--- src/rtl/assert_macros.svh ---
// Assertion macros used by the top-level RTL file.
`ifndef ASSERT_MACROS_SVH
`define ASSERT_MACROS_SVH

// Check a property on every rising edge outside reset.
`define ASSERT_CLK(label, clk, rst_n, prop, msg) \
    label: assert property (@(posedge clk) disable iff (!rst_n) (prop)) else $error(msg);

// Check that a condition implies a consequence in the next cycle.
`define ASSERT_NEXT(label, clk, rst_n, cond, cons, msg) \
    label: assert property (@(posedge clk) disable iff (!rst_n) (cond) |=> (cons)) \
        else $error(msg);

`endif

--- src/rtl/rrict_pkg.sv ---
// Types, constants and helper functions for the run/idle cycle timer.
package rrict_pkg;

    localparam int YEAR_W   = 12;
    localparam int MONTH_W  = 4;
    localparam int DAY_W    = 5;
    localparam int HOUR_W   = 5;
    localparam int MINUTE_W = 6;

    localparam int SOD_W    = 11;
    localparam int REP_W    = 5;
    localparam int LEN_W    = 6;
    localparam int MODE_W   = 2;
    localparam int CFG_IDX_W  = 3;
    localparam int CFG_DATA_W = 12;

    localparam int STATUS_W = 2;
    localparam int LEFT_W   = 16;
    localparam int TOTAL_W  = 32;
    localparam int START_W  = 31;
    localparam int DAYS_W   = 21;
    localparam int SMALL_W  = 14;
    localparam int DIFF_W   = 34;
    localparam int REM_W    = 35;

    localparam int MIN_PER_YEAR  = 525600;
    localparam int MIN_PER_MONTH = 43800;
    localparam int MIN_PER_DAY   = 1440;
    localparam int MIN_PER_HOUR  = 60;
    localparam int DAY_PER_YEAR  = 365;
    localparam int DAY_PER_MONTH = 30;
    localparam int MONTH_REM_MIN = MIN_PER_MONTH - DAY_PER_MONTH * MIN_PER_DAY;

    localparam int RECIP_60       = 2185;
    localparam int RECIP_60_SHIFT = 17;

    localparam logic [SOD_W-1:0]  RST_START_SOD = SOD_W'(1260);
    localparam logic [REP_W-1:0]  RST_REPEATS   = REP_W'(1);
    localparam logic [LEN_W-1:0]  RST_RUN_LEN   = LEN_W'(15);
    localparam logic [LEN_W-1:0]  RST_IDLE_LEN  = LEN_W'(30);
    localparam logic [DAY_W-1:0]  RST_LAST_DAY  = DAY_W'(1);
    localparam logic [MONTH_W-1:0] RST_LAST_MON = MONTH_W'(1);
    localparam logic [YEAR_W-1:0] RST_LAST_YEAR = YEAR_W'(2022);

    typedef enum logic [STATUS_W-1:0] {
        ST_STOPPED = 2'd0,
        ST_RUNNING = 2'd1,
        ST_WAITING = 2'd2
    } t_status;

    typedef enum logic [MODE_W-1:0] {
        MODE_OFF   = 2'd0,
        MODE_DAILY = 2'd1,
        MODE_SKIP2 = 2'd2,
        MODE_SKIP3 = 2'd3
    } t_day_mode;

    typedef enum logic [CFG_IDX_W-1:0] {
        CFG_START_SOD  = 3'd0,
        CFG_REPEATS    = 3'd1,
        CFG_RUN_LEN    = 3'd2,
        CFG_IDLE_LEN   = 3'd3,
        CFG_DAY_MODE   = 3'd4,
        CFG_LAST_DAY   = 3'd5,
        CFG_LAST_MONTH = 3'd6,
        CFG_LAST_YEAR  = 3'd7
    } t_cfg_idx;

    // Whole days in a small leftover minute count (below eight days).
    function automatic logic [2:0] f_small_days(input logic [SMALL_W-1:0] s);
        logic [2:0] q;
        q = 3'd0;
        for (int k = 1; k < 8; k++) begin
            if (s >= SMALL_W'(k * MIN_PER_DAY)) begin
                q = 3'(k);
            end
        end
        return q;
    endfunction

    // Day count of a date, matching the minute count divided by a day.
    function automatic logic [DAYS_W-1:0] f_day_count(
        input logic [YEAR_W-1:0]   y,
        input logic [MONTH_W-1:0]  mo,
        input logic [DAY_W-1:0]    d,
        input logic [SMALL_W-1:0]  part_min
    );
        logic [SMALL_W-1:0] s;
        s = SMALL_W'(mo) * SMALL_W'(MONTH_REM_MIN) + part_min;
        return DAYS_W'(y) * DAYS_W'(DAY_PER_YEAR) + DAYS_W'(d)
            + DAYS_W'(mo) * DAYS_W'(DAY_PER_MONTH) + DAYS_W'(f_small_days(s));
    endfunction

    function automatic logic signed [LEFT_W-1:0] f_sat16(input logic signed [REM_W-1:0] v);
        logic signed [REM_W-1:0] hi;
        logic signed [REM_W-1:0] lo;
        hi = REM_W'(32767);
        lo = -REM_W'(32768);
        if (v > hi) begin
            return LEFT_W'(32767);
        end else if (v < lo) begin
            return LEFT_W'(16'h8000);
        end
        return v[LEFT_W-1:0];
    endfunction

endpackage

--- src/rtl/repeating_run_idle_cycle_timer_top.sv ---
// Run/idle cycle timer: date/time ticks in, one status result out per tick.
//
// Usage:
//   Input channel (i_in_valid / o_in_ready) carries one real-time tick per
//   transaction: year, month, day, hour and minute. Output channel
//   (o_out_valid / i_out_ready) returns one result per tick: status after
//   the tick, task flag, delayed status-change report and remaining counts.
//   Configuration registers are written through i_cfg_we / i_cfg_idx /
//   i_cfg_wdata while no tick is in flight; each write takes effect at once.
//   Path: an accepted tick waits in the input register; its result is then
//   written to the result register that also holds the state.
//   Throughput: one tick per cycle while the receiver takes results; the
//   whole step is one combinational pass of constant multiplies, one small
//   multiply and compares between the two registers.
//   Stall: while the receiver holds i_out_ready low, the result is kept and
//   one more tick is taken into the input register; after that o_in_ready
//   drops until the result is taken.
//   Reset (i_rst_n low, synchronous): both channels empty, state stopped,
//   configuration back to its defaults.
`include "assert_macros.svh"

module repeating_run_idle_cycle_timer_top (
    input  logic                                  i_clk,
    input  logic                                  i_rst_n,
    input  logic                                  i_cfg_we,
    input  logic [rrict_pkg::CFG_IDX_W-1:0]       i_cfg_idx,
    input  logic [rrict_pkg::CFG_DATA_W-1:0]      i_cfg_wdata,
    input  logic                                  i_in_valid,
    output logic                                  o_in_ready,
    input  logic [rrict_pkg::YEAR_W-1:0]          i_now_year,
    input  logic [rrict_pkg::MONTH_W-1:0]         i_now_month,
    input  logic [rrict_pkg::DAY_W-1:0]           i_now_day,
    input  logic [rrict_pkg::HOUR_W-1:0]          i_now_hour,
    input  logic [rrict_pkg::MINUTE_W-1:0]        i_now_minute,
    output logic                                  o_out_valid,
    input  logic                                  i_out_ready,
    output logic [rrict_pkg::STATUS_W-1:0]        o_cycle_status,
    output logic                                  o_output_active,
    output logic                                  o_status_changed,
    output logic [rrict_pkg::STATUS_W-1:0]        o_reported_status,
    output logic signed [rrict_pkg::LEFT_W-1:0]   o_run_left,
    output logic signed [rrict_pkg::LEFT_W-1:0]   o_idle_left,
    output logic [rrict_pkg::REP_W-1:0]           o_repeats_left
);
    import rrict_pkg::*;

    // Configuration
    logic [SOD_W-1:0]   r_start_sod;
    logic [REP_W-1:0]   r_repeat_total;
    logic [LEN_W-1:0]   r_run_len;
    logic [LEN_W-1:0]   r_idle_len;
    t_day_mode          r_day_mode;
    logic [DAY_W-1:0]   r_last_day;
    logic [MONTH_W-1:0] r_last_month;
    logic [YEAR_W-1:0]  r_last_year;

    // Input register
    logic                r_in_vld;
    logic [YEAR_W-1:0]   r_year;
    logic [MONTH_W-1:0]  r_month;
    logic [DAY_W-1:0]    r_day;
    logic [HOUR_W-1:0]   r_hour;
    logic [MINUTE_W-1:0] r_minute;

    // Result register and cycle state
    logic                     r_out_vld;
    t_status                  r_status;
    t_status                  r_last_rep;
    logic                     r_active;
    logic [START_W-1:0]       r_start;
    logic [REP_W-1:0]         r_repeats;
    logic signed [LEFT_W-1:0] r_run_left;
    logic signed [LEFT_W-1:0] r_idle_left;
    logic                     r_changed;
    t_status                  r_reported;

    t_status                  n_status;
    logic                     n_active;
    logic [START_W-1:0]       n_start;
    logic [REP_W-1:0]         n_repeats;
    logic signed [LEFT_W-1:0] n_run_left;
    logic signed [LEFT_W-1:0] n_idle_left;

    logic                     adv;
    logic [SOD_W+12-1:0]      hr_prod;
    logic [MINUTE_W-1:0]      alarm_hr;
    logic [SOD_W-1:0]         alarm_min_full;
    logic [MINUTE_W-1:0]      alarm_min;
    logic [TOTAL_W-1:0]       now_total;
    logic [SMALL_W-1:0]       now_part;
    logic [DAYS_W-1:0]        now_days;
    logic [DAYS_W-1:0]        last_days;
    logic signed [DAYS_W:0]   diff_days;
    logic                     gate;
    logic                     trig;
    logic [LEN_W:0]           period;
    logic signed [REP_W:0]    elapsed;
    logic signed [SMALL_W-1:0] offset;
    logic signed [DIFF_W-1:0] base;
    logic signed [DIFF_W-1:0] diff;
    logic signed [REM_W-1:0]  rem_run;
    logic signed [REM_W-1:0]  rem_idle;

    assign adv        = r_in_vld && (!r_out_vld || i_out_ready);
    assign o_in_ready = !r_in_vld || adv;

    // Start time split into hour and minute by reciprocal multiply.
    assign hr_prod        = (SOD_W+12)'(r_start_sod) * (SOD_W+12)'(RECIP_60);
    assign alarm_hr       = hr_prod[RECIP_60_SHIFT +: MINUTE_W];
    assign alarm_min_full = r_start_sod - SOD_W'(alarm_hr) * SOD_W'(MIN_PER_HOUR);
    assign alarm_min      = alarm_min_full[MINUTE_W-1:0];

    assign now_total = TOTAL_W'(r_year) * TOTAL_W'(MIN_PER_YEAR)
                     + TOTAL_W'(r_month) * TOTAL_W'(MIN_PER_MONTH)
                     + TOTAL_W'(r_day) * TOTAL_W'(MIN_PER_DAY)
                     + TOTAL_W'(r_hour) * TOTAL_W'(MIN_PER_HOUR)
                     + TOTAL_W'(r_minute);

    assign now_part  = SMALL_W'(r_hour) * SMALL_W'(MIN_PER_HOUR) + SMALL_W'(r_minute);
    assign now_days  = f_day_count(r_year, r_month, r_day, now_part);
    assign last_days = f_day_count(r_last_year, r_last_month, r_last_day, '0);
    assign diff_days = $signed({1'b0, now_days}) - $signed({1'b0, last_days});

    always_comb begin
        case (r_day_mode)
            MODE_DAILY: gate = 1'b1;
            MODE_SKIP2: gate = diff_days > (DAYS_W+1)'(2);
            MODE_SKIP3: gate = diff_days > (DAYS_W+1)'(3);
            default:    gate = 1'b0;
        endcase
    end

    assign trig = gate && (r_minute == alarm_min) && ({1'b0, r_hour} == alarm_hr);

    always_comb begin
        n_status    = r_status;
        n_active    = r_active;
        n_start     = r_start;
        n_repeats   = r_repeats;
        n_run_left  = r_run_left;
        n_idle_left = r_idle_left;
        if (trig) begin
            n_status    = ST_RUNNING;
            n_active    = 1'b1;
            n_start     = now_total[START_W-1:0];
            n_repeats   = r_repeat_total;
            n_run_left  = LEFT_W'(r_run_len);
            n_idle_left = LEFT_W'(r_idle_len);
        end

        period   = (LEN_W+1)'(r_run_len) + (LEN_W+1)'(r_idle_len);
        elapsed  = $signed({1'b0, r_repeat_total}) - $signed({1'b0, n_repeats});
        offset   = $signed({1'b0, period}) * elapsed;
        base     = $signed({3'b0, n_start}) + DIFF_W'(offset);
        diff     = $signed({2'b0, now_total}) - base;
        rem_run  = $signed({{(REM_W-LEN_W){1'b0}}, r_run_len}) - REM_W'(diff);
        rem_idle = $signed({{(REM_W-LEN_W-1){1'b0}}, period}) - REM_W'(diff);

        if (gate) begin
            unique case (n_status)
                ST_RUNNING: begin
                    n_run_left = f_sat16(rem_run);
                    if (rem_run == '0) begin
                        n_status = ST_WAITING;
                    end
                end
                ST_WAITING: begin
                    n_idle_left = f_sat16(rem_idle);
                    if (rem_idle == '0) begin
                        if (n_repeats > REP_W'(1)) begin
                            n_repeats   = n_repeats - REP_W'(1);
                            n_status    = ST_RUNNING;
                            n_run_left  = LEFT_W'(r_run_len);
                            n_idle_left = LEFT_W'(r_idle_len);
                        end else begin
                            n_status = ST_STOPPED;
                            n_active = 1'b0;
                        end
                    end
                end
                default: begin
                end
            endcase
        end
    end

    always_ff @(posedge i_clk) begin
        if (!i_rst_n) begin
            r_start_sod    <= RST_START_SOD;
            r_repeat_total <= RST_REPEATS;
            r_run_len      <= RST_RUN_LEN;
            r_idle_len     <= RST_IDLE_LEN;
            r_day_mode     <= MODE_DAILY;
            r_last_day     <= RST_LAST_DAY;
            r_last_month   <= RST_LAST_MON;
            r_last_year    <= RST_LAST_YEAR;
        end else if (i_cfg_we) begin
            unique case (t_cfg_idx'(i_cfg_idx))
                CFG_START_SOD:  r_start_sod    <= i_cfg_wdata[SOD_W-1:0];
                CFG_REPEATS:    r_repeat_total <= i_cfg_wdata[REP_W-1:0];
                CFG_RUN_LEN:    r_run_len      <= i_cfg_wdata[LEN_W-1:0];
                CFG_IDLE_LEN:   r_idle_len     <= i_cfg_wdata[LEN_W-1:0];
                CFG_DAY_MODE:   r_day_mode     <= t_day_mode'(i_cfg_wdata[MODE_W-1:0]);
                CFG_LAST_DAY:   r_last_day     <= i_cfg_wdata[DAY_W-1:0];
                CFG_LAST_MONTH: r_last_month   <= i_cfg_wdata[MONTH_W-1:0];
                CFG_LAST_YEAR:  r_last_year    <= i_cfg_wdata[YEAR_W-1:0];
                default: begin
                end
            endcase
        end
    end

    always_ff @(posedge i_clk) begin
        if (i_in_valid && o_in_ready) begin
            r_year   <= i_now_year;
            r_month  <= i_now_month;
            r_day    <= i_now_day;
            r_hour   <= i_now_hour;
            r_minute <= i_now_minute;
        end
    end

    always_ff @(posedge i_clk) begin
        if (!i_rst_n) begin
            r_in_vld    <= 1'b0;
            r_out_vld   <= 1'b0;
            r_status    <= ST_STOPPED;
            r_last_rep  <= ST_STOPPED;
            r_active    <= 1'b0;
            r_start     <= '0;
            r_repeats   <= '0;
            r_run_left  <= '0;
            r_idle_left <= '0;
            r_changed   <= 1'b0;
            r_reported  <= ST_STOPPED;
        end else begin
            if (o_in_ready) begin
                r_in_vld <= i_in_valid;
            end
            if (adv) begin
                r_out_vld   <= 1'b1;
                r_status    <= n_status;
                r_last_rep  <= r_status;
                r_active    <= n_active;
                r_start     <= n_start;
                r_repeats   <= n_repeats;
                r_run_left  <= n_run_left;
                r_idle_left <= n_idle_left;
                r_changed   <= (r_last_rep != r_status);
                r_reported  <= (r_last_rep != r_status) ? r_status : ST_STOPPED;
            end else if (i_out_ready) begin
                r_out_vld <= 1'b0;
            end
        end
    end

    assign o_out_valid       = r_out_vld;
    assign o_cycle_status    = r_status;
    assign o_output_active   = r_active;
    assign o_status_changed  = r_changed;
    assign o_reported_status = r_reported;
    assign o_run_left        = r_run_left;
    assign o_idle_left       = r_idle_left;
    assign o_repeats_left    = r_repeats;

    `ASSERT_CLK(a_active_matches_status, i_clk, i_rst_n, r_active == (r_status != ST_STOPPED), "task flag disagrees with cycle status")
    `ASSERT_CLK(a_report_zero_when_quiet, i_clk, i_rst_n, r_changed || (r_reported == ST_STOPPED), "reported status set without a change")
    `ASSERT_NEXT(a_report_tracks_status, i_clk, i_rst_n, adv, r_last_rep == $past(r_status), "last reported status lost")
    `ASSERT_NEXT(a_result_follows_advance, i_clk, i_rst_n, adv, r_out_vld, "advanced transaction has no result")

endmodule
--- config.mk ---
export PLATFORM = sky130hd
export DESIGN_NAME = repeating_run_idle_cycle_timer_top
export DESIGN_NICKNAME = d
export VERILOG_FILES = /design/src/rtl/rrict_pkg.sv /design/src/rtl/repeating_run_idle_cycle_timer_top.sv
export VERILOG_INCLUDE_DIRS = /design/src /design/src/rtl
export SDC_FILE = /design/constraint.sdc
export NUM_CORES = 2
export LEC_CHECK = 0
export CORE_MARGIN = 3
export CORE_UTILIZATION = 62
export CTS_CLUSTER_DIAMETER = 50
export DETAILED_ROUTE_END_ITERATION = 16
export DONT_BUFFER_PORTS = 1
export HOLD_SLACK_MARGIN = 0.02
export PLACE_DENSITY = 0.89
export SLEW_MARGIN = 20
export SYNTH_ARGS = -nofsm -noshare
export SYNTH_HDL_FRONTEND = slang
export SYNTH_SLANG_ARGS = --single-unit
--- constraint.sdc ---
create_clock -name i_clk -period 33.9 [get_ports i_clk]
set_input_delay 8.475 -clock i_clk [delete_from_list [all_inputs] [get_ports i_clk]]
set_output_delay 8.475 -clock i_clk [all_outputs]
set_load 0.005 [all_outputs]
After elaboration in Yosys (flattened, before gate mapping)
Cells that the tools add are included.
{"block": "word_totals", "input_bits": 52, "elab_cells": 174, "out_inout_bits": 45, "reg_bits": 161}
{"block": "op_classes", "multipliers": 14, "n_eq_ne": 15, "n_mux": 59, "n_addsub": 21, "reduce_logical": 20, "order_cmp": 21}
{"operator": "$mux 16", "count": 15}
{"operator": "$ge 14x13->1 const B", "count": 6}
{"operator": "$gt 35x16->1 const B", "count": 2}
{"operator": "$logic_not 35->1", "count": 2}
{"operator": "$lt 35x16->1 const B", "count": 2}
{"operator": "$ge 14x14->1 const B", "count": 4}
{"operator": "$gt 22x3->1 const B", "count": 2}
{"operator": "$add 21x3->21", "count": 2}
{"operator": "$add 21x5->21", "count": 2}
{"operator": "$add 21x9->21", "count": 2}
{"operator": "$mul 12x9->21 const B", "count": 2}
{"operator": "$mux 3", "count": 12}
{"operator": "$sub 7x34->35", "count": 1}
{"operator": "$sub 8x34->35", "count": 1}
{"operator": "$sub 33x33->34", "count": 1}
{"operator": "$add 32x14->33", "count": 1}
{"operator": "$add 32x11->32", "count": 1}
{"operator": "$add 32x16->32", "count": 1}
{"operator": "$add 32x20->32", "count": 1}
{"operator": "$add 32x6->32", "count": 1}
{"operator": "$pmux 16 s2", "count": 1}
{"operator": "$mux 31", "count": 1}
{"operator": "$ge 14x11->1 const B", "count": 2}
{"operator": "$ge 14x12->1 const B", "count": 2}
{"operator": "other kinds (36)", "count": 83}

Longest topological paths before layout
{"block": "depth", "word_depth": 33, "depth_mapped": 93, "ltp_nobuf": 88}

Worst setup path before layout
No wires, ideal clock.
{"block": "synth_timing", "kind": "register to register", "start": "register r_hour[2]", "end": "register r_run_left[3] (netlist: o_run_left[3])", "setup_ns": 0.075, "synth_period_minus_slack_ns": 19.320, "path_stages_with_launch": 84, "path_slack_ns": 14.580, "n_path_buf": 6, "arrival_ns": 19.246, "cell_sequence": "edfxtp_1 > fa_1 > fa_1 > inv_1 > fa_1 > fa_1 > inv_1 > ha_1 > a21oi_1 > o21bai_1 > a21oi_1 > o21bai_1 > a21oi_1 > o21bai_1 > a21oi_1 > xor2_1 > nor3_1 > a21oi_1 > [... 48 more ...] > o21a_1 > o2111ai_1 > o21a_1 > a211o_1 > mux2_4 > or3_1 > clkbuf_1 > nor4_4 > nand4_4 > xor2_1 > a21oi_2 > nand4_1 > or4_4 > buf_6 > or3_4 > buf_6 > o41a_1 > o22ai_1"}
{"block": "synth_via", "elab_chain_len": 31}
{"element": "from (decl)", "line_no": "repeating_run_idle_cycle_timer_top.sv:62", "source": "logic [HOUR_W-1:0] r_hour;"}
{"element": "from (signal assigned)", "line_no": "repeating_run_idle_cycle_timer_top.sv:218", "source": "r_hour <= i_now_hour;"}
{"element": "$mul 5x4->9", "line_no": "repeating_run_idle_cycle_timer_top.sv:116, repeating_run_idle_cycle_timer_top.sv:119"}
{"element": "$add 11x6->12", "line_no": "repeating_run_idle_cycle_timer_top.sv:119", "source": "assign now_part = SMALL_W'(r_hour) * SMALL_W'(MIN_PER_HOUR) + SMALL_W'(r_minute);"}
{"element": "$add 14x12->14", "line_no": "rrict_pkg.sv:89", "source": "s = SMALL_W'(mo) * SMALL_W'(MONTH_REM_MIN) + part_min;"}
{"element": "$ge 14x11->1", "line_no": "rrict_pkg.sv:74", "source": "if (s >= SMALL_W'(k * MIN_PER_DAY)) begin"}
{"element": "$mux 1", "line_no": "rrict_pkg.sv:74"}
{"element": "$mux 3 (6 in a row)", "line_no": "rrict_pkg.sv:74"}
{"element": "$add 21x3->21", "line_no": "rrict_pkg.sv:91", "source": "+ DAYS_W'(mo) * DAYS_W'(DAY_PER_MONTH) + DAYS_W'(f_small_days(s));"}
{"element": "$sub 21x21->22", "line_no": "repeating_run_idle_cycle_timer_top.sv:122", "source": "assign diff_days = $signed({1'b0, now_days}) - $signed({1'b0, last_days});"}
{"element": "[... 10 more ...]"}
{"element": "$lt 35x16->1", "line_no": "rrict_pkg.sv:101", "source": "end else if (v < lo) begin"}
{"element": "$mux 1", "line_no": "rrict_pkg.sv:101"}
{"element": "$mux 1", "line_no": "rrict_pkg.sv:99", "source": "if (v > hi) begin"}
{"element": "$mux 1", "line_no": "repeating_run_idle_cycle_timer_top.sv:160", "source": "unique case (n_status)"}
{"element": "$mux 1", "line_no": "repeating_run_idle_cycle_timer_top.sv:159", "source": "if (gate) begin"}
{"element": "$mux 16", "line_no": "rrict_pkg.sv:104", "source": "return v[LEFT_W-1:0];"}
{"element": "$pmux 16 s2", "line_no": "repeating_run_idle_cycle_timer_top.sv:160"}
{"element": "$mux 16 (*)", "line_no": "repeating_run_idle_cycle_timer_top.sv:159"}
{"element": "to (signal assigned)", "line_no": "repeating_run_idle_cycle_timer_top.sv:247", "source": "r_run_left <= n_run_left;"}
{"element": "to (decl)", "line_no": "repeating_run_idle_cycle_timer_top.sv:72", "source": "logic signed [LEFT_W-1:0] r_run_left;"}
Every way passes the cells marked *; elsewhere a longest branch is shown, timed or not. The select of a mux whose other input is x is not followed.
A chain may end at the register's enable or synchronous reset.

Worst setup path in the final report
{"block": "layout_timing", "start": "register r_hour[2]", "end": "register r_idle_left[9] (netlist: o_idle_left[9])"}
{"block": "layout_via", "elab_chain_len": 33}
{"element": "$mul 5x4->9", "line_no": "repeating_run_idle_cycle_timer_top.sv:116, repeating_run_idle_cycle_timer_top.sv:119"}
{"element": "$add 11x6->12", "line_no": "repeating_run_idle_cycle_timer_top.sv:119"}
{"element": "$add 14x12->14", "line_no": "rrict_pkg.sv:89"}
{"element": "$ge 14x11->1", "line_no": "rrict_pkg.sv:74"}
{"element": "$mux 1", "line_no": "rrict_pkg.sv:74"}
{"element": "$mux 3 (6 in a row)", "line_no": "rrict_pkg.sv:74"}
{"element": "$add 21x3->21", "line_no": "rrict_pkg.sv:91"}
{"element": "$sub 21x21->22", "line_no": "repeating_run_idle_cycle_timer_top.sv:122"}
{"element": "[... 12 more ...]"}
{"element": "$mux 1", "line_no": "rrict_pkg.sv:99"}
{"element": "$mux 1", "line_no": "repeating_run_idle_cycle_timer_top.sv:160"}
{"element": "$mux 1", "line_no": "repeating_run_idle_cycle_timer_top.sv:159"}
{"element": "$mux 16", "line_no": "rrict_pkg.sv:104"}
{"element": "$mux 16", "line_no": "repeating_run_idle_cycle_timer_top.sv:170", "source": "if (n_repeats > REP_W'(1)) begin"}
{"element": "$mux 16", "line_no": "repeating_run_idle_cycle_timer_top.sv:169", "source": "if (rem_idle == '0) begin"}
{"element": "$mux 16", "line_no": "repeating_run_idle_cycle_timer_top.sv:160"}
{"element": "$mux 16 (*)", "line_no": "repeating_run_idle_cycle_timer_top.sv:159"}
{"element": "to (signal assigned)", "line_no": "repeating_run_idle_cycle_timer_top.sv:248", "source": "r_idle_left <= n_idle_left;"}
{"element": "to (decl)", "line_no": "repeating_run_idle_cycle_timer_top.sv:73", "source": "logic signed [LEFT_W-1:0] r_idle_left;"}
Marked as above.

==> results.toml <==
[run_status]
status = "complete, but fails checks"
violations = "DRC"

[final_layout]
layout_commonest_cell = "ha_1"
multi_input_area_um2 = 24000
antennaDiodeCount = 0
final_cell_mix = "555 x ha_1, 516 x inv_1, 295 x nand2_1"
fillers = 3721
nets = 4305
stdcell_area_um2 = 30900
regArea_um2 = 3540
area_growth_pct = 3.46
drive_gt1_share_pct = 3.65

[timing]
period_minus_slack_ns = 22.33
hold_viol_final = 0
slew_viol_final = 0
setup_violations = 0
whs_ns = 0.463
rsz0062_at_grt = "no"
finalSetupTns_ns = 0
max_freq_ghz = 0.0448
maxSlewHeadroom_pct = 23.9
fin_crit_sh_pct = 65.9
skew_ns = 0.0203
tightest_slew_ns = 1.14

[clocking]
cts_root_buf = "clkbuf_16"
htreeDepth = 4
cts_buffers = 17
clk_pin_slew_ns = 0.08
cts_hold_buf = 0
cts_tree = "yes"
insertion_delay_ns = 0.51
cts.sinks = 161
postCtsSetupBuffers = 0
cts_resized = 0
cts_buffer_depth = 2

[routing]
wl_per_cell_um = 19.4
drt_iter0_markers = 2355
dr.pass1.iters = 13
drt_wl_total_um = 79200
vias_per_cell = 6.31
vias = 25800
ant_nets = 0
post-route-drc-count = 1

[yosys]
yosys_register_bits = 161
synth.avg_cell_area_um2 = 8.43
synth.largest_area_cell = "ha_1"
ys.flop_type = "dfxtp_1"
ys_seq_area_share_pct = 11.9
synth.top_cell.area_share_pct = 23.2
yosys-top-cells-area = "ha_1 23%, fa_1 15%, dfxtp_1 8.6%, inv_1 6.5%, xnor2_1 4.2%"
yosys_warnings = 0
synth_edf_count = 32
syn_inst = 3543
synth.cell_area_um2 = 29900
synth_nets = 4379
async_flop_share_pct = 0
ys_types = 101

[critical_path]
r2r-start = "r_hour[2]$_DFFE_PP_"
endpoint_kind = "register"
r2r_slack_ns = 11.57
path_buf_inv = 7
rr_worst_depth = 79
start_kind = "register"
critPathSlowestCell = "o2111ai_1"
cp.arrival_ns = 22.78
cp_max_fo = 21
worst-setup-path-type = "register to register"
required_ns = 34.34
crit_top_cell = "a21oi_1"
max_stage_delay_ns = 0.62
path_delay_family = "compound AO/OA/AOI/OAI gates"
r2r-end = "o_idle_left[9]$_SDFFE_PN0P_"

[die]
fp.dieH_um = 225
initial_core_util_pct = 63.5
die_w_um = 225
dieArea_um2 = 50800
row_count = 79
io_pins = 97
core_um2 = 47100

[place]
dp.final_hpwl_um = 64200
io_buffers = 0
routabilityCongestion = 0.999
place_area_um2 = 30300

[worst_hold_path]
holdCritPathClass = "register to register"
hold-path-endpoint = "r_start[4]$_SDFFE_PN0P_"
hold_start = "r_start[4]$_SDFFE_PN0P_"
whs_path_depth = 2

[global_route]
grt_pass1_vias = 25300
antenna_found_initial = 1
grt_pass1_wl_um = 130000
grt_use_total_pct = 31.6
grt_max_degree = 120
overflow = 0

[job]
drv_cap = 0
## cell type report
cell class | instances | share of cell area [%]
Sequential cell | 161 | 11.5
Tap cell | 607 | 2.46
Inverter | 516 | 6.27
Timing Repair Buffer | 10 | 0.243
Clock buffer | 18 | 1.39
Multi-Input combinational cell | 2763 | 77.6
Clock inverter | 14 | 0.547
## sequential cells by signal, indices dropped and copies added (netlist names), 4 cells and up
signal and flops:
r_start 31, o_idle_left 16, o_run_left 16, r_last_year 12, r_year 12, r_start_sod 11
r_idle_len 6, r_minute 6, r_run_len 6, o_repeats_left 5, r_day 5, r_hour 5
r_last_day 5, r_repeat_total 5, r_last_month 4, r_month 4
## worst max-delay path by stage
| stage | from | to | slack [ns] | depth (start not counted) |
|---|---|---|---|---|
| final | r_hour[2]$_DFFE_PP_ | o_idle_left[9]$_SDFFE_PN0P_ | 11.57 | 79 |
| after global routing | r_hour[3]$_DFFE_PP_ | o_run_left[11]$_SDFFE_PN0P_ | 10.23 | 81 |
| after CTS | r_hour[2]$_DFFE_PP_ | o_run_left[11]$_SDFFE_PN0P_ | 11.80 | 79 |
| after detailed placement | r_hour[2]$_DFFE_PP_ | o_run_left[11]$_SDFFE_PN0P_ | 12.02 | 80 |
| after global placement | r_hour[2]$_DFFE_PP_ | o_run_left[12]$_SDFFE_PN0P_ | 12.73 | 79 |
| after floorplan | r_hour[2]$_DFFE_PP_ | o_run_left[3]$_SDFFE_PN0P_ | 14.58 | 83 |
## logic make-up after synthesis
family / count (synthesis) / synth area share, %
AO/OA/AOI/OAI: 781 / 17.6
XOR/XNOR: 214 / 6.56
adder cells (fa/ha/maj): 785 / 38.6
buffers and inverters: 619 / 7.91
flip-flops: 161 / 11.9
multiplexers: 49 / 1.70
AND/OR/NAND/NOR: 934 / 15.8
## worst min-delay path: cells and delay by family (launching register included)
kind	cells	cell delay (ns)
AND/OR/NAND/NOR	1	0.05
flip-flops	1	0.31
AO/OA/AOI/OAI	1	0.06
## Yosys cell counts (all sizes together) (8+ instances only)
cell,n
xor2,64
nor2b,50
nand3,72
clkbuf,82
a21o,53
fa,229
a31oi,31
ha,555
or3,26
o31ai,14
o311ai,8
nand2b,38
or2,28
o21a,32
or4,18
nor2,174
a221oi,10
o22ai,8
and3,26
o31a,12
o21bai,46
nand2,295
nand4,28
buf,21
inv,516
a31o,12
mux2,11
nor3b,14
dfxtp,129
o211ai,34
and2,37
a221o,10
xnor2,145
a211oi,30
nor4,25
o2111ai,13
a211o,8
o21ai,187
a41oi,9
a21oi,177
edfxtp,32
nor3,74
mux2i,38
a21boi,27
a2111oi,9
## metrics by stage
stage	cells	utilization, %	setup slack [ns]
detailed placement	4057	64.4	12.02
global placement	4057	64.4	12.73
finish	4089	65.7	11.57
global route	4089	65.7	10.23
CTS	4089	65.7	11.80
floorplan	3543	-	14.58
## per-layer routing
metal / GRT usage, % / part of all wire (%) / up-vias / wire [µm]
li1: - / - / 12200 / -
met1: 40.5 / 42 / 12400 / 32900
met2: 52.1 / 47 / 1019 / 37100
met3: 5.63 / 7.0 / 252 / 5520
met4: 14.3 / 4.6 / 2 / 3620
met5: 0 / 0.011 / - / 9
Power is left out: the tool's default activity adds up to more than one toggle a clock period on the data nets, which glitch-free logic cannot reach.
